**config.mk**
```make
export PLATFORM = sky130hd
export DESIGN_NAME = lcg_keystream_xor_cipher
export DESIGN_NICKNAME = d
export VERILOG_FILES = /design/src/hw/rtl/lkxc_pkg.sv /design/src/hw/rtl/lkxc_key_step.sv /design/src/hw/rtl/lkxc_in_stage.sv /design/src/hw/rtl/lcg_keystream_xor_cipher.sv
export VERILOG_INCLUDE_DIRS = /design/src /design/src/hw/rtl
export SDC_FILE = /design/constraint.sdc
export NUM_CORES = 1
export LEC_CHECK = 0
export BUFFER_PORTS_ARGS = -buffer_cell sky130_fd_sc_hd__buf_2
export CORE_MARGIN = 8
export CORE_UTILIZATION = 65
export DETAILED_ROUTE_END_ITERATION = 6
export GPL_TIMING_DRIVEN = 0
export PLACE_DENSITY = 0.91
export SETUP_SLACK_MARGIN = 0.05
export SYNTH_ARGS = -nofsm -noshare
export SYNTH_HDL_FRONTEND = slang
export SYNTH_HIERARCHICAL = 1
export SYNTH_SLANG_ARGS = --single-unit
```
**constraint.sdc**
```tcl
create_clock -name clk -period 18.55 [get_ports clk]
set_clock_uncertainty 0.2 [all_clocks]
set_input_delay 1.855 -clock clk [delete_from_list [all_inputs] [get_ports clk]]
set_output_delay 1.855 -clock clk [all_outputs]
set_load 0.05 [all_outputs]
```
**src/hw/rtl/lcg_keystream_xor_cipher_defines.svh**
```systemverilog
// Assertion macros for the LCG keystream XOR cipher.
`ifndef LCG_KEYSTREAM_XOR_CIPHER_DEFINES_SVH
`define LCG_KEYSTREAM_XOR_CIPHER_DEFINES_SVH

// Same-cycle implication, checked out of reset.
`define LKXC_ASSERT_NOW(lbl, ante, cons, msg) \
  lbl: assert property (@(posedge clk) disable iff (!rst_n) (ante) |-> (cons)) \
    else $error(msg);

// Next-cycle implication, checked out of reset.
`define LKXC_ASSERT_NEXT(lbl, ante, cons, msg) \
  lbl: assert property (@(posedge clk) disable iff (!rst_n) (ante) |=> (cons)) \
    else $error(msg);

`endif

```
**src/hw/rtl/lkxc_pkg.sv**
```systemverilog
// Shared types and constants for the LCG keystream XOR cipher.
`timescale 1ns / 1ps

package lkxc_pkg;

  localparam logic [31:0] LCG_MUL = 32'd1103515245;
  localparam logic [31:0] LCG_ADD = 32'd12345;
  localparam logic [31:0] LCG_MOD = 32'h7FFF_FFFF;

  typedef logic [31:0] key_t;
  typedef logic [7:0]  byte_t;

  // Configuration register indexes
  typedef enum logic [1:0] {
    REG_SEQ_LOW   = 2'd0,
    REG_USER_CSUM = 2'd1,
    REG_PASS_CSUM = 2'd2
  } reg_idx_t;

  // One input word as held in the input stage
  typedef struct packed {
    byte_t data_byte;
    logic  start_message;
  } item_t;

endpackage

```
**src/hw/rtl/lkxc_key_step.sv**
```systemverilog
// One LCG step: low 32 bits of key*MUL+ADD, then folded modulo 2^31-1.
`timescale 1ns / 1ps

module lkxc_key_step
  import lkxc_pkg::*;
(
  input  key_t key_in,
  output key_t key_out
);

  key_t prod;
  key_t wrapped;
  key_t folded;

  assign prod    = key_in * LCG_MUL;
  assign wrapped = prod + LCG_ADD;

  // 2^31 == 1 mod (2^31-1): add top bit into the low 31 bits, then one correction
  assign folded  = {1'b0, wrapped[30:0]} + {31'd0, wrapped[31]};
  assign key_out = (folded >= LCG_MOD) ? (folded - LCG_MOD) : folded;

endmodule

```
**src/hw/rtl/lkxc_in_stage.sv**
```systemverilog
// Input register stage: captures one word, holds it until the core takes it.
`timescale 1ns / 1ps

module lkxc_in_stage
  import lkxc_pkg::*;
(
  input  logic  clk,
  input  logic  rst_n,
  input  logic  in_valid,
  output logic  in_stall,
  input  byte_t in_data_byte,
  input  logic  in_start_message,
  input  logic  take,
  output logic  s1_valid,
  output item_t s1_item
);

  logic  valid_r, valid_nxt;
  item_t item_r;
  logic  load;

  assign in_stall  = valid_r & ~take;
  assign load      = in_valid & ~in_stall;
  assign valid_nxt = load | (valid_r & ~take);

  always_ff @(posedge clk) begin
    if (!rst_n) begin
      valid_r <= 1'b0;
    end else begin
      valid_r <= valid_nxt;
    end
  end

  always_ff @(posedge clk) begin
    if (load) begin
      item_r.data_byte     <= in_data_byte;
      item_r.start_message <= in_start_message;
    end
  end

  assign s1_valid = valid_r;
  assign s1_item  = item_r;

endmodule

```
**src/hw/rtl/lcg_keystream_xor_cipher.sv**
```systemverilog
// LCG keystream XOR cipher top level: one byte in, one transformed byte out.
// Path from input accept to output: input register, then result register.
// Throughput: one word per cycle while out_stall is low; the key register, one
//   32x32 multiply and a modulo fold form the loop that sets this rate.
// Reset (rst_n low, synchronous): key, position, config registers and all
//   valid flags clear to zero.
`timescale 1ns / 1ps
`include "lcg_keystream_xor_cipher_defines.svh"

module lcg_keystream_xor_cipher
  import lkxc_pkg::*;
#(
  parameter int MESSAGE_BYTES = 256
)
(
  input  logic        clk,
  input  logic        rst_n,
  input  logic        cfg_valid,
  output logic        cfg_ready,
  input  logic [1:0]  cfg_index,
  input  logic [15:0] cfg_data,
  input  logic        in_valid,
  output logic        in_stall,
  input  logic [7:0]  in_data_byte,
  input  logic        in_start_message,
  output logic        out_valid,
  input  logic        out_stall,
  output logic [7:0]  out_data_out,
  output logic        out_last_byte
);

  localparam int POS_W = (MESSAGE_BYTES > 1) ? $clog2(MESSAGE_BYTES) : 1;
  localparam logic [POS_W-1:0] LAST_POS = POS_W'(MESSAGE_BYTES - 1);

  logic [15:0] seq_low_r;
  logic [7:0]  user_csum_r;
  logic [7:0]  pass_csum_r;

  key_t             key_r, key_nxt;
  logic [POS_W-1:0] pos_r, pos_nxt;

  logic  out_valid_r, out_valid_nxt;
  byte_t out_data_r;
  logic  out_last_r;

  logic  s1_valid;
  item_t s1_item;
  logic  advance;
  key_t  key_base;
  logic [POS_W-1:0] cur_pos;
  logic  is_last;

  // Configuration: always ready, unknown indexes dropped
  assign cfg_ready = 1'b1;

  always_ff @(posedge clk) begin
    if (!rst_n) begin
      seq_low_r   <= 16'd0;
      user_csum_r <= 8'd0;
      pass_csum_r <= 8'd0;
    end else if (cfg_valid && cfg_ready) begin
      unique case (cfg_index)
        REG_SEQ_LOW:   seq_low_r   <= cfg_data;
        REG_USER_CSUM: user_csum_r <= cfg_data[7:0];
        REG_PASS_CSUM: pass_csum_r <= cfg_data[7:0];
        default: ;
      endcase
    end
  end

  // Result register frees up when empty or being taken
  assign advance = s1_valid & (~out_valid_r | ~out_stall);

  lkxc_in_stage u_in_stage (
    .clk              (clk),
    .rst_n            (rst_n),
    .in_valid         (in_valid),
    .in_stall         (in_stall),
    .in_data_byte     (in_data_byte),
    .in_start_message (in_start_message),
    .take             (advance),
    .s1_valid         (s1_valid),
    .s1_item          (s1_item)
  );

  // Start reseeds the key before the step
  assign key_base = s1_item.start_message ? {seq_low_r, user_csum_r, pass_csum_r} : key_r;

  lkxc_key_step u_key_step (
    .key_in  (key_base),
    .key_out (key_nxt)
  );

  assign cur_pos = s1_item.start_message ? '0 : pos_r;
  assign is_last = (cur_pos == LAST_POS);
  assign pos_nxt = is_last ? '0 : cur_pos + POS_W'(1);

  assign out_valid_nxt = advance | (out_valid_r & out_stall);

  always_ff @(posedge clk) begin
    if (!rst_n) begin
      key_r       <= '0;
      pos_r       <= '0;
      out_valid_r <= 1'b0;
    end else begin
      out_valid_r <= out_valid_nxt;
      if (advance) begin
        key_r <= key_nxt;
        pos_r <= pos_nxt;
      end
    end
  end

  always_ff @(posedge clk) begin
    if (advance) begin
      out_data_r <= s1_item.data_byte ^ key_nxt[7:0];
      out_last_r <= is_last;
    end
  end

  assign out_valid     = out_valid_r;
  assign out_data_out  = out_data_r;
  assign out_last_byte = out_last_r;

  `LKXC_ASSERT_NOW(a_key_reduced, 1'b1, key_r < LCG_MOD, "key register not reduced modulo 2^31-1")
  `LKXC_ASSERT_NEXT(a_pos_wrap, advance && is_last, pos_r == '0, "position did not wrap after last byte")
  `LKXC_ASSERT_NEXT(a_word_kept, s1_valid && !advance, s1_valid, "held input word lost")
  `LKXC_ASSERT_NOW(a_stall_cause, in_stall, s1_valid && out_valid_r && out_stall, "stall without full pipe")

endmodule

```
# ---- After elaboration in Yosys (flattened, before gate mapping)
# Index checks and enable logic that the tools add are counted.
dict set report op_classes {
  reduce_logical 4
  n_eq_ne 3
  order_cmp 1
  n_mux 4
  multipliers 1
  n_addsub 4
  bitwise 12
}
# operator count
set op_table {}
lappend op_table {{32-bit two-way mux} 2}
lappend op_table {{31-bit by 1-bit adder with 32-bit output} 1}
lappend op_table {{32-bit by 14-bit adder with 32-bit output, second input constant} 1}
lappend op_table {{32-bit by 31-bit >= comparator with 1-bit output, second input constant} 1}
lappend op_table {{32-bit by 31-bit multiplier with 32-bit output, second input constant} 1}
lappend op_table {{32-bit by 31-bit subtractor with 32-bit output, second input constant} 1}
lappend op_table {{8-bit two-way mux} 2}
lappend op_table {{8-bit by 1-bit adder with 8-bit output, second input constant} 1}
lappend op_table {{8-bit equality test, second input constant} 1}
lappend op_table {{8-bit bitwise XOR} 1}
lappend op_table {{2-bit AND reduction} 3}
lappend op_table {{1-bit AND} 4}
lappend op_table {{1-bit NOT} 4}
lappend op_table {{1-bit OR} 3}
lappend op_table {{2-bit by 1-bit equality test with 1-bit output, second input constant} 1}
lappend op_table {{2-bit equality test, second input constant} 1}
lappend op_table {{2-bit zero test} 1}
dict set report word_totals {
  inputBits 32
  out_inout_bits 12
  register_bits 92
}

# ---- Longest topological paths before layout
# Gate-level depths: netlist of the first run.
dict set report depth {
  ltp_word 8
  depth_mapped 47
}

# ---- Hierarchy
# Netlist of the first run, hierarchy kept.
# mod area_each_um2 cells_each n_inst seq_area_each_um2
set modules_own_cells {}
lappend modules_own_cells {lkxc_key_step 11340.9 1320 1 0.0}
lappend modules_own_cells {lcg_keystream_xor_cipher 3691.0 381 1 1731.7}
lappend modules_own_cells {lkxc_in_stage 317.8 13 1 290.3}

# ---- Least setup slack after synthesis of the first run
# OpenSTA, ideal clock, no wires.
dict set report synth_path {
  path_type {reg-to-reg}
  from {register u_in_stage.item_r, in the netlist u_in_stage/s1_item[0]}
  to {register out_data_r[5] (netlist: out_data_out[5]), data pin}
  synth_period_minus_slack_ps 10798
  n_path_buf 4
  setup_time_ps 259
  slack_ps 7752
  arrival_time_ps 10338
  required_ps 18091
  stages_incl_launch_ff 45
  cell_sequence {edfxtp_1 buf_2 buf_2 mux2_2 ha_1 fa_1 inv_1 fa_1 fa_1 inv_1 ha_1 inv_1 fa_1 inv_1 fa_1 inv_1 fa_1 inv_1 (+9 left out) nor2_1 xnor2_1 ha_1 ha_1 nand3_1 nor3b_1 nand4_1 nor3b_1 nand4b_1 mux2i_1 a22oi_1 or3_1 or4_4 nor3_4 o21a_4 buf_12 a21oi_2 xor2_1}
}
dict set report synth_via {
  elab_chain_len 7
  word_cells_on_any_way 8
  cone_classes {add/sub (3); mul (1); order compare (1); mux (2); bitwise (1)}
}
# element line
set synth_rtl {}
lappend synth_rtl {{from (decl)} lkxc_in_stage.sv:19} ;# item_t item_r;
lappend synth_rtl {{32-bit two-way mux (*)} lcg_keystream_xor_cipher.sv:87} ;# assign key_base = s1_item.start_message ? {seq_low_r, user_csum_r, pass_csum_r} : key_r;
lappend synth_rtl {{via key_base[7]} lcg_keystream_xor_cipher.sv:49} ;# key_t key_base;
lappend synth_rtl {{32-bit by 31-bit multiplier with 32-bit output (*)} lkxc_key_step.sv:15} ;# assign prod = key_in * LCG_MUL;
lappend synth_rtl {{32-bit by 14-bit adder with 32-bit output (*)} lkxc_key_step.sv:16} ;# assign wrapped = prod + LCG_ADD;
lappend synth_rtl {{31-bit by 1-bit adder with 32-bit output (*)} lkxc_key_step.sv:19} ;# assign folded = {1'b0, wrapped[30:0]} + {31'd0, wrapped[31]};
lappend synth_rtl {{32-bit by 31-bit subtractor with 32-bit output or 32-bit by 31-bit >= comparator with 1-bit output (tied branches)} lkxc_key_step.sv:20} ;# assign key_out = (folded >= LCG_MOD) ? (folded - LCG_MOD) : folded;
lappend synth_rtl {{32-bit two-way mux (*)} lkxc_key_step.sv:20}
lappend synth_rtl {{via key_nxt[5]} lcg_keystream_xor_cipher.sv:39} ;# key_t key_r, key_nxt;
lappend synth_rtl {{8-bit bitwise XOR (*)} lcg_keystream_xor_cipher.sv:116} ;# out_data_r <= s1_item.data_byte ^ key_nxt[7:0];
lappend synth_rtl {{to (signal assigned)} lcg_keystream_xor_cipher.sv:116}
lappend synth_rtl {{to (decl)} lcg_keystream_xor_cipher.sv:43} ;# byte_t out_data_r;
# Mark *: on every way through the listed nets, which the timed path passes. The rest lies on a longest branch.
# A chain may end at the register's enable or synchronous reset.

# ---- Final worst setup path of the first run
# Ends and elaborated chain as after synthesis.

==> flow_metrics.env, run 1 <==
export IMPL_status="finished, final reports clean"
export IMPL_root_buffer="sky130_fd_sc_hd__clkbuf_16"
export IMPL_slew_headroom_pct=35.2
export IMPL_vias=12500
export IMPL_drt_pass1_iter_count=6
export IMPL_critical_path_max_stage_delay_ns=0.89
export IMPL_timing_max_cap_violations=0
export IMPL_max_clock_path_buffers=2
export IMPL_drt_wirelength_per_cell_um=20.0
export IMPL_timing_critical_path_arrival_ns=12.68
export IMPL_drt_antenna_violating_nets=0
export IMPL_instance_count_of_the_mapped_netlist=1714
export IMPL_floorplan_core_area_um2=23300
export IMPL_synth_seq_cells=92
export IMPL_nets=2197
export IMPL_synth_edff_count=18
export IMPL_mean_cell_area_of_the_mapped_netlist_um2=8.96
export IMPL_yosys_most_used_dff="sky130_fd_sc_hd__dfxtp_1"
export IMPL_global_route_overflow_total=0
export IMPL_drc=0
export IMPL_htree_levels=3
export IMPL_chipHeight_um=170
export IMPL_grt_max_degree=20
export IMPL_rsz_0062_raised_after_global_routing="false"
export IMPL_antenna_found_initial=0
export IMPL_antenna_cells=0
export IMPL_layout_worst_path_cycle_share_pct=68.8
export IMPL_critical_path_startpoint_type="register"
export IMPL_critical_path_slowest_cell="sky130_fd_sc_hd__nor3b_1"
export IMPL_clk_transition_reported_paths_ns=0.08
export IMPL_synth_sequential_area_ratio_pct=13.2
export IMPL_synth_net_count=2144
export IMPL_timing_hold_violations_final=0
export IMPL_critical_path_rt_ns=18.46
export IMPL_hold_fix_buffer_count_after_cts=0
export IMPL_min_delay_path_class="register to register"
export IMPL_placementRows=56
export IMPL_route_final_wire_length_um=41900
export IMPL_setup_worst_path_class="register to register"
export IMPL_first_global_vias=13100
export IMPL_fp_dieW_um=170
export IMPL_grt_pass1_wl_um=66700
export IMPL_sink_count=92
export IMPL_gr_usage_all_layers_pct=29.4
export IMPL_async_flop_share_pct=0
export IMPL_num_io_pins=44
export IMPL_syn2layout_area_growth_pct=5.84
export IMPL_ctsResizeCount=0
export IMPL_cts_made_buffers=9
export IMPL_netlist_area_um2=15300
export IMPL_tritoncts="yes"
export IMPL_setup_worst_path_end_class="register"
export IMPL_worst_skew_pair_late_latency_ns=0.35
export IMPL_max_slew_worst_pin_slew_ns=0.970
export IMPL_initial_core_util_pct=65.8
export IMPL_io_buffers=42
export IMPL_min_period_ns=12.77
export IMPL_ys_types=101
export IMPL_max_freq_mhz=78.3
export IMPL_vias_per_cell=5.97
export IMPL_report_final_slew_viol_count=0
export IMPL_setup_tns_final_ns=0
export IMPL_fp_dieArea_um2=28800
export IMPL_final_gp_congestion=1.00
export IMPL_cts_setup_buffers=0
export IMPL_post_dp_hpwl_um=35000
export IMPL_setup_viol=0
export IMPL_post_route_cells_drive_above_1_share_pct=9.42
export IMPL_crit_path_max_fanout=10
export IMPL_synth_yosys_warnings=6
export IMPL_detailedRoute_firstIterationViolations=1410
kinds of logic after synthesis:
kind of cell	Yosys count	share of synthesized area, %
simple gates	361	12.1
mux	53	3.75
fa+ha+maj	398	41.6
flops	92	13.2
other cells	1	0.0244
xor+xnor	87	4.96
compound gates	246	12.0
buf+inv	476	12.3
cell usage after synthesis, types with 12 or more instances:
| master | instances | area (µm²) |
|---|---|---|
| sky130_fd_sc_hd__a21boi_0 | 16 | 120 |
| sky130_fd_sc_hd__a21boi_1 | 41 | 308 |
| sky130_fd_sc_hd__a21oi_1 | 43 | 215 |
| sky130_fd_sc_hd__and3_1 | 12 | 75.1 |
| sky130_fd_sc_hd__buf_2 | 19 | 95.1 |
| sky130_fd_sc_hd__clkbuf_1 | 19 | 71.3 |
| sky130_fd_sc_hd__dfxtp_1 | 74 | 1480 |
| sky130_fd_sc_hd__edfxtp_1 | 18 | 541 |
| sky130_fd_sc_hd__fa_1 | 188 | 3760 |
| sky130_fd_sc_hd__ha_1 | 210 | 2630 |
| sky130_fd_sc_hd__inv_1 | 426 | 1600 |
| sky130_fd_sc_hd__mux2_2 | 32 | 360 |
| sky130_fd_sc_hd__mux2i_1 | 20 | 200 |
| sky130_fd_sc_hd__nand2_1 | 144 | 541 |
| sky130_fd_sc_hd__nand3_1 | 23 | 115 |
| sky130_fd_sc_hd__nand4_1 | 15 | 93.8 |
| sky130_fd_sc_hd__nor2_1 | 42 | 158 |
| sky130_fd_sc_hd__nor2b_1 | 25 | 156 |
| sky130_fd_sc_hd__nor3_1 | 27 | 135 |
| sky130_fd_sc_hd__o21ai_0 | 26 | 130 |
| sky130_fd_sc_hd__xnor2_1 | 52 | 455 |
| sky130_fd_sc_hd__xor2_1 | 35 | 307 |
layout by cell type, fill, tap and decap left out, types with 9 or more instances in the layout:
cell	count
sky130_fd_sc_hd__a21boi_0	16
sky130_fd_sc_hd__a21boi_1	41
sky130_fd_sc_hd__a21o_1	10
sky130_fd_sc_hd__a21oi_1	43
sky130_fd_sc_hd__a21oi_2	10
sky130_fd_sc_hd__a31oi_1	9
sky130_fd_sc_hd__and3_1	12
sky130_fd_sc_hd__buf_2	61
sky130_fd_sc_hd__clkbuf_1	19
sky130_fd_sc_hd__clkbuf_16	9
sky130_fd_sc_hd__dfxtp_1	74
sky130_fd_sc_hd__edfxtp_1	18
sky130_fd_sc_hd__fa_1	188
sky130_fd_sc_hd__ha_1	210
sky130_fd_sc_hd__inv_1	426
sky130_fd_sc_hd__mux2_2	32
sky130_fd_sc_hd__mux2i_1	20
sky130_fd_sc_hd__nand2_1	144
sky130_fd_sc_hd__nand2b_1	11
sky130_fd_sc_hd__nand3_1	23
sky130_fd_sc_hd__nand3b_1	9
sky130_fd_sc_hd__nand4_1	15
sky130_fd_sc_hd__nor2_1	42
sky130_fd_sc_hd__nor2b_1	25
sky130_fd_sc_hd__nor3_1	27
sky130_fd_sc_hd__o211ai_1	9
sky130_fd_sc_hd__o21a_1	9
sky130_fd_sc_hd__o21ai_0	26
sky130_fd_sc_hd__xnor2_1	52
sky130_fd_sc_hd__xor2_1	35
area by class of cell:
cell class              instances  area [µm²]
plain buffers                  49         292
clock buffers                   9         225
clock inverters                 7        62.6
fillers                      1616        7090
inverters                     427        1600
multi-input cells            1146       11400
flip-flops and latches         92        2020
well taps                     319         399
repair buffers                 42         210
registers in the layout, summed over array words and instances, names as in the netlist:
| name | cells |
|---|---|
| key_r | 32 |
| out_data_out | 8 |
| out_last_byte | 1 |
| out_valid | 1 |
| pass_csum_r | 8 |
| pos_r | 8 |
| seq_low_r | 16 |
| u_in_stage/s1_item | 9 |
| u_in_stage/s1_valid | 1 |
| user_csum_r | 8 |
worst max-delay path: cells and delay by family, from the launching register on:
kind	cells	cell delay (ns)
adder cells (fa/ha/maj)	11	4.74
flip-flops	1	0.32
AND/OR/NAND/NOR	11	3.41
multiplexers	1	0.51
buffers and inverters	10	1.21
XOR/XNOR	2	0.36
AO/OA/AOI/OAI	9	1.72
stage by stage:
step	hold slack [ns]	utilization, %	setup slack, ns	area, µm²	cells
finish	0.259	69.6	5.78	16200	2091
global route	0.279	69.6	5.28	16200	2091
CTS	0.257	69.6	6.00	16200	2091
detailed placement	0.245	68.4	6.03	16000	2075
global placement	0.237	68.4	6.16	16000	2075
floorplan	0.232	-	7.75	15300	1714
final timing paths:
kind                                                  end                            start  slack (ns)  cells after the start
worst max-delay path            out_data_out[5]$_DFFE_PP_  u_in_stage/s1_item[0]$_DFFE_PP_        5.78                     44
worst min-delay path               key_r[10]$_SDFFE_PN0P_           key_r[10]$_SDFFE_PN0P_        0.26                      2
worst max register to register  out_data_out[5]$_DFFE_PP_  u_in_stage/s1_item[0]$_DFFE_PP_        5.78                     44
worst min register to register     key_r[10]$_SDFFE_PN0P_           key_r[10]$_SDFFE_PN0P_        0.26                      2
routing by layer:
layer / wire (µm) / GRT usage, % / part of all wire, % / vias to the layer above
met4: 2530 / 16.5 / 6.1 / 0
li1: - / - / - / 5590
met3: 3190 / 4.07 / 7.6 / 173
met2: 19800 / 49.3 / 47 / 653
met5: 0 / 0 / 0 / -
met1: 16400 / 36.1 / 39 / 6062
Power of run 1 is left out: the tool's default activity adds up to more than one toggle a clock period on the data nets, which glitch-free logic cannot reach.
==> run 2: changes to the inputs <==
--- a/config.mk
+++ b/config.mk
@@ -8,10 +8,10 @@
 export LEC_CHECK = 0
 export BUFFER_PORTS_ARGS = -buffer_cell sky130_fd_sc_hd__buf_2
 export CORE_MARGIN = 8
-export CORE_UTILIZATION = 65
+export CORE_UTILIZATION = 59
 export DETAILED_ROUTE_END_ITERATION = 6
 export GPL_TIMING_DRIVEN = 0
-export PLACE_DENSITY = 0.91
+export PLACE_DENSITY = 0.87
 export SETUP_SLACK_MARGIN = 0.05
 export SYNTH_ARGS = -nofsm -noshare
 export SYNTH_HDL_FRONTEND = slang
==> constraint.sdc (replaced) <==
create_clock -name clk -period 11.2 [get_ports clk]
set_clock_uncertainty 0.2 [all_clocks]
set_input_delay 1.12 -clock clk [delete_from_list [all_inputs] [get_ports clk]]
set_output_delay 1.12 -clock clk [all_outputs]
set_load 0.05 [all_outputs]
==> run 2 against run 1 <==
Effect of this change:
- hold slack gained 0.0034 ns
- utilization is 2.4 points lower
- first-iteration DRC count grew 4.0%
- non-clock buffer count up 45
- highest routed layer unchanged
- fmax increased by 16%
- setup slack worse by 5.6 ns
- die area rose by 9.2%
- via count is 3.2% higher
- largest cell class unchanged
- sequential share of layout area down 0.81 points
==> flow_metrics.env, run 2 (same netlist as run 1, synthesis figures left out) <==
export IMPL_max_freq_mhz=91.0
export IMPL_post_route_cells_drive_above_1_share_pct=15.7
export IMPL_worst_hold_slack_ns=0.262
export IMPL_use_met3_pct=3.45
export IMPL_setup_worst_path_end_class="register"
export IMPL_status="finished, final reports clean"
export IMPL_antenna_found_initial=0
export IMPL_max_slew_worst_pin_slew_ns=0.836
export IMPL_detailedRoute_firstIterationViolations=1466
export IMPL_final_core_utilization_pct=67.2
export IMPL_crit_start="u_in_stage/s1_item[0]$_DFFE_PP_"
export IMPL_fp_dieArea_um2=31400
export IMPL_top_register="key_r"
export IMPL_setup_worst_path_class="register to register"
export IMPL_placementRows=59
export IMPL_vias=12900
export IMPL_grt_pass1_wl_um=67300
export IMPL_global_route_overflow_total=0
export IMPL_route_final_wire_length_um=45800
export IMPL_clk_transition_reported_paths_ns=0.07
export IMPL_first_global_vias=12900
export IMPL_r2r_start="u_in_stage/s1_item[0]$_DFFE_PP_"
export IMPL_timing_hold_violations_final=0
export IMPL_vias_per_cell=5.98
export IMPL_n_fill_cell=1881
export IMPL_cts_made_buffers=9
export IMPL_syn2layout_area_growth_pct=13.2
export IMPL_timing_max_cap_violations=0
export IMPL_setup_tns_final_ns=0
export IMPL_grt_met2_usage_pct=46.9
export IMPL_grt_max_degree=20
export IMPL_gr_usage_all_layers_pct=27.2
export IMPL_drt_antenna_violating_nets=0
export IMPL_report_final_slew_viol_count=0
export IMPL_critical_path_rt_ns=11.10
export IMPL_io_buffers=42
export IMPL_setup_viol=0
export IMPL_floorplan_core_area_um2=25800
export IMPL_timing_critical_path_arrival_ns=10.89
export IMPL_critical_path_startpoint_type="register"
export IMPL_htree_levels=3
export IMPL_hp_start="seq_low_r[11]$_SDFFE_PN0P_"
export IMPL_slew_headroom_pct=43.7
export IMPL_crit_path_max_fanout=9
export IMPL_min_delay_path_class="register to register"
export IMPL_antenna_cells=0
export IMPL_critical_path_max_stage_delay_ns=0.60
export IMPL_sink_count=92
export IMPL_use_met1_pct=33.8
export IMPL_min_period_ns=10.99
export IMPL_worst_skew_pair_late_latency_ns=0.35
export IMPL_placement_cell_area_um2=16000
export IMPL_drt_pass1_iter_count=7
export IMPL_layout_worst_path_cycle_share_pct=98.2
export IMPL_num_io_pins=44
export IMPL_tritoncts="yes"
export IMPL_drc=0
export IMPL_path_common_cell="sky130_fd_sc_hd__fa_1"
export IMPL_root_buffer="sky130_fd_sc_hd__clkbuf_16"
export IMPL_nets=2242
export IMPL_final_common_cell="sky130_fd_sc_hd__inv_1"
export IMPL_final_gp_congestion=0.981
export IMPL_drt_wirelength_per_cell_um=21.3
export IMPL_final_area_um2=17400
export IMPL_fp_dieW_um=177
export IMPL_chipHeight_um=177
export IMPL_post_dp_hpwl_um=34700
export IMPL_max_clock_path_buffers=2
export IMPL_initial_core_util_pct=59.4
export IMPL_largest_register_ffs=32
export IMPL_most_common_layout_cells="sky130_fd_sc_hd__inv_1, sky130_fd_sc_hd__fa_1, sky130_fd_sc_hd__ha_1, sky130_fd_sc_hd__nand2_1, sky130_fd_sc_hd__dfxtp_1"
export IMPL_critical_path_slowest_cell="sky130_fd_sc_hd__fa_1"
export IMPL_globalRoute_busiestLayer="met2"
## run 2: cell types whose count changed in the layout (fill, tap and decap cells not counted), moves of 6 or more
cell / before / now
sky130_fd_sc_hd__mux2_4: 1 / 22
sky130_fd_sc_hd__ha_2: 0 / 6
sky130_fd_sc_hd__buf_4: 2 / 51
sky130_fd_sc_hd__ha_1: 210 / 181
sky130_fd_sc_hd__mux2_2: 32 / 11
sky130_fd_sc_hd__a21oi_1: 43 / 35
sky130_fd_sc_hd__ha_4: 0 / 23
sky130_fd_sc_hd__buf_2: 61 / 53
sky130_fd_sc_hd__clkbuf_1: 19 / 13
## run 2: worst max-delay path, delay by kind of cell (launching register included)
kind | cells | cell delay, ns
buf+inv | 7 | 0.79
fa+ha+maj | 10 | 4.45
flops | 1 | 0.41
compound gates | 3 | 0.43
simple gates | 15 | 3.16
mux | 2 | 0.71
xor+xnor | 3 | 0.55
## run 2: routing by layer
layer | up-vias | wire length [µm]
li1 | 5700 | -
met5 | - | 0
met4 | 0 | 2910
met3 | 202 | 3610
met1 | 6245 | 17300
met2 | 731 | 21900
## run 2: final timing paths
| kind | endpoint | slack, ns | cells after the start |
|---|---|---|---|
| max reg2reg | out_data_out[1]$_DFFE_PP_ | 0.21 | 40 |
| max | out_data_out[1]$_DFFE_PP_ | 0.21 | 40 |
| min reg2reg | seq_low_r[11]$_SDFFE_PN0P_ | 0.26 | 2 |
| min | seq_low_r[11]$_SDFFE_PN0P_ | 0.26 | 2 |
## run 2: per-stage QoR
step | worst slack, ns | std cells
3_5_place_dp | -1.27 | 2091
6_report | 0.206 | 2152
4_1_cts | 0.0595 | 2112
2_1_floorplan | 0.402 | 1714
5_1_grt | -0.126 | 2152
3_3_place_gp | -1.19 | 2091
## run 2: area by class of cell
cell class                      instances  area [µm²]  share of cell area, %
Tap cell                              335         419                   2.41
Sequential cell                        92        2020                   11.6
Multi-Input combinational cell       1146       12100                   69.5
Buffer                                 43         332                   1.91
Timing Repair Buffer                   93         614                   3.54
Inverter                              427        1610                   9.25
Clock inverter                          7        81.3                  0.468
Clock buffer                            9         225                   1.30
## run 2: repair_timing
action	in CTS	in global routing
hold buffers	0	0
pin swaps	9	34
endpoints found under the setup margin	40	40
buffers inserted	9	41
cloned	0	1
resized for setup	58	88
Power of run 2 is left out for the same reason.
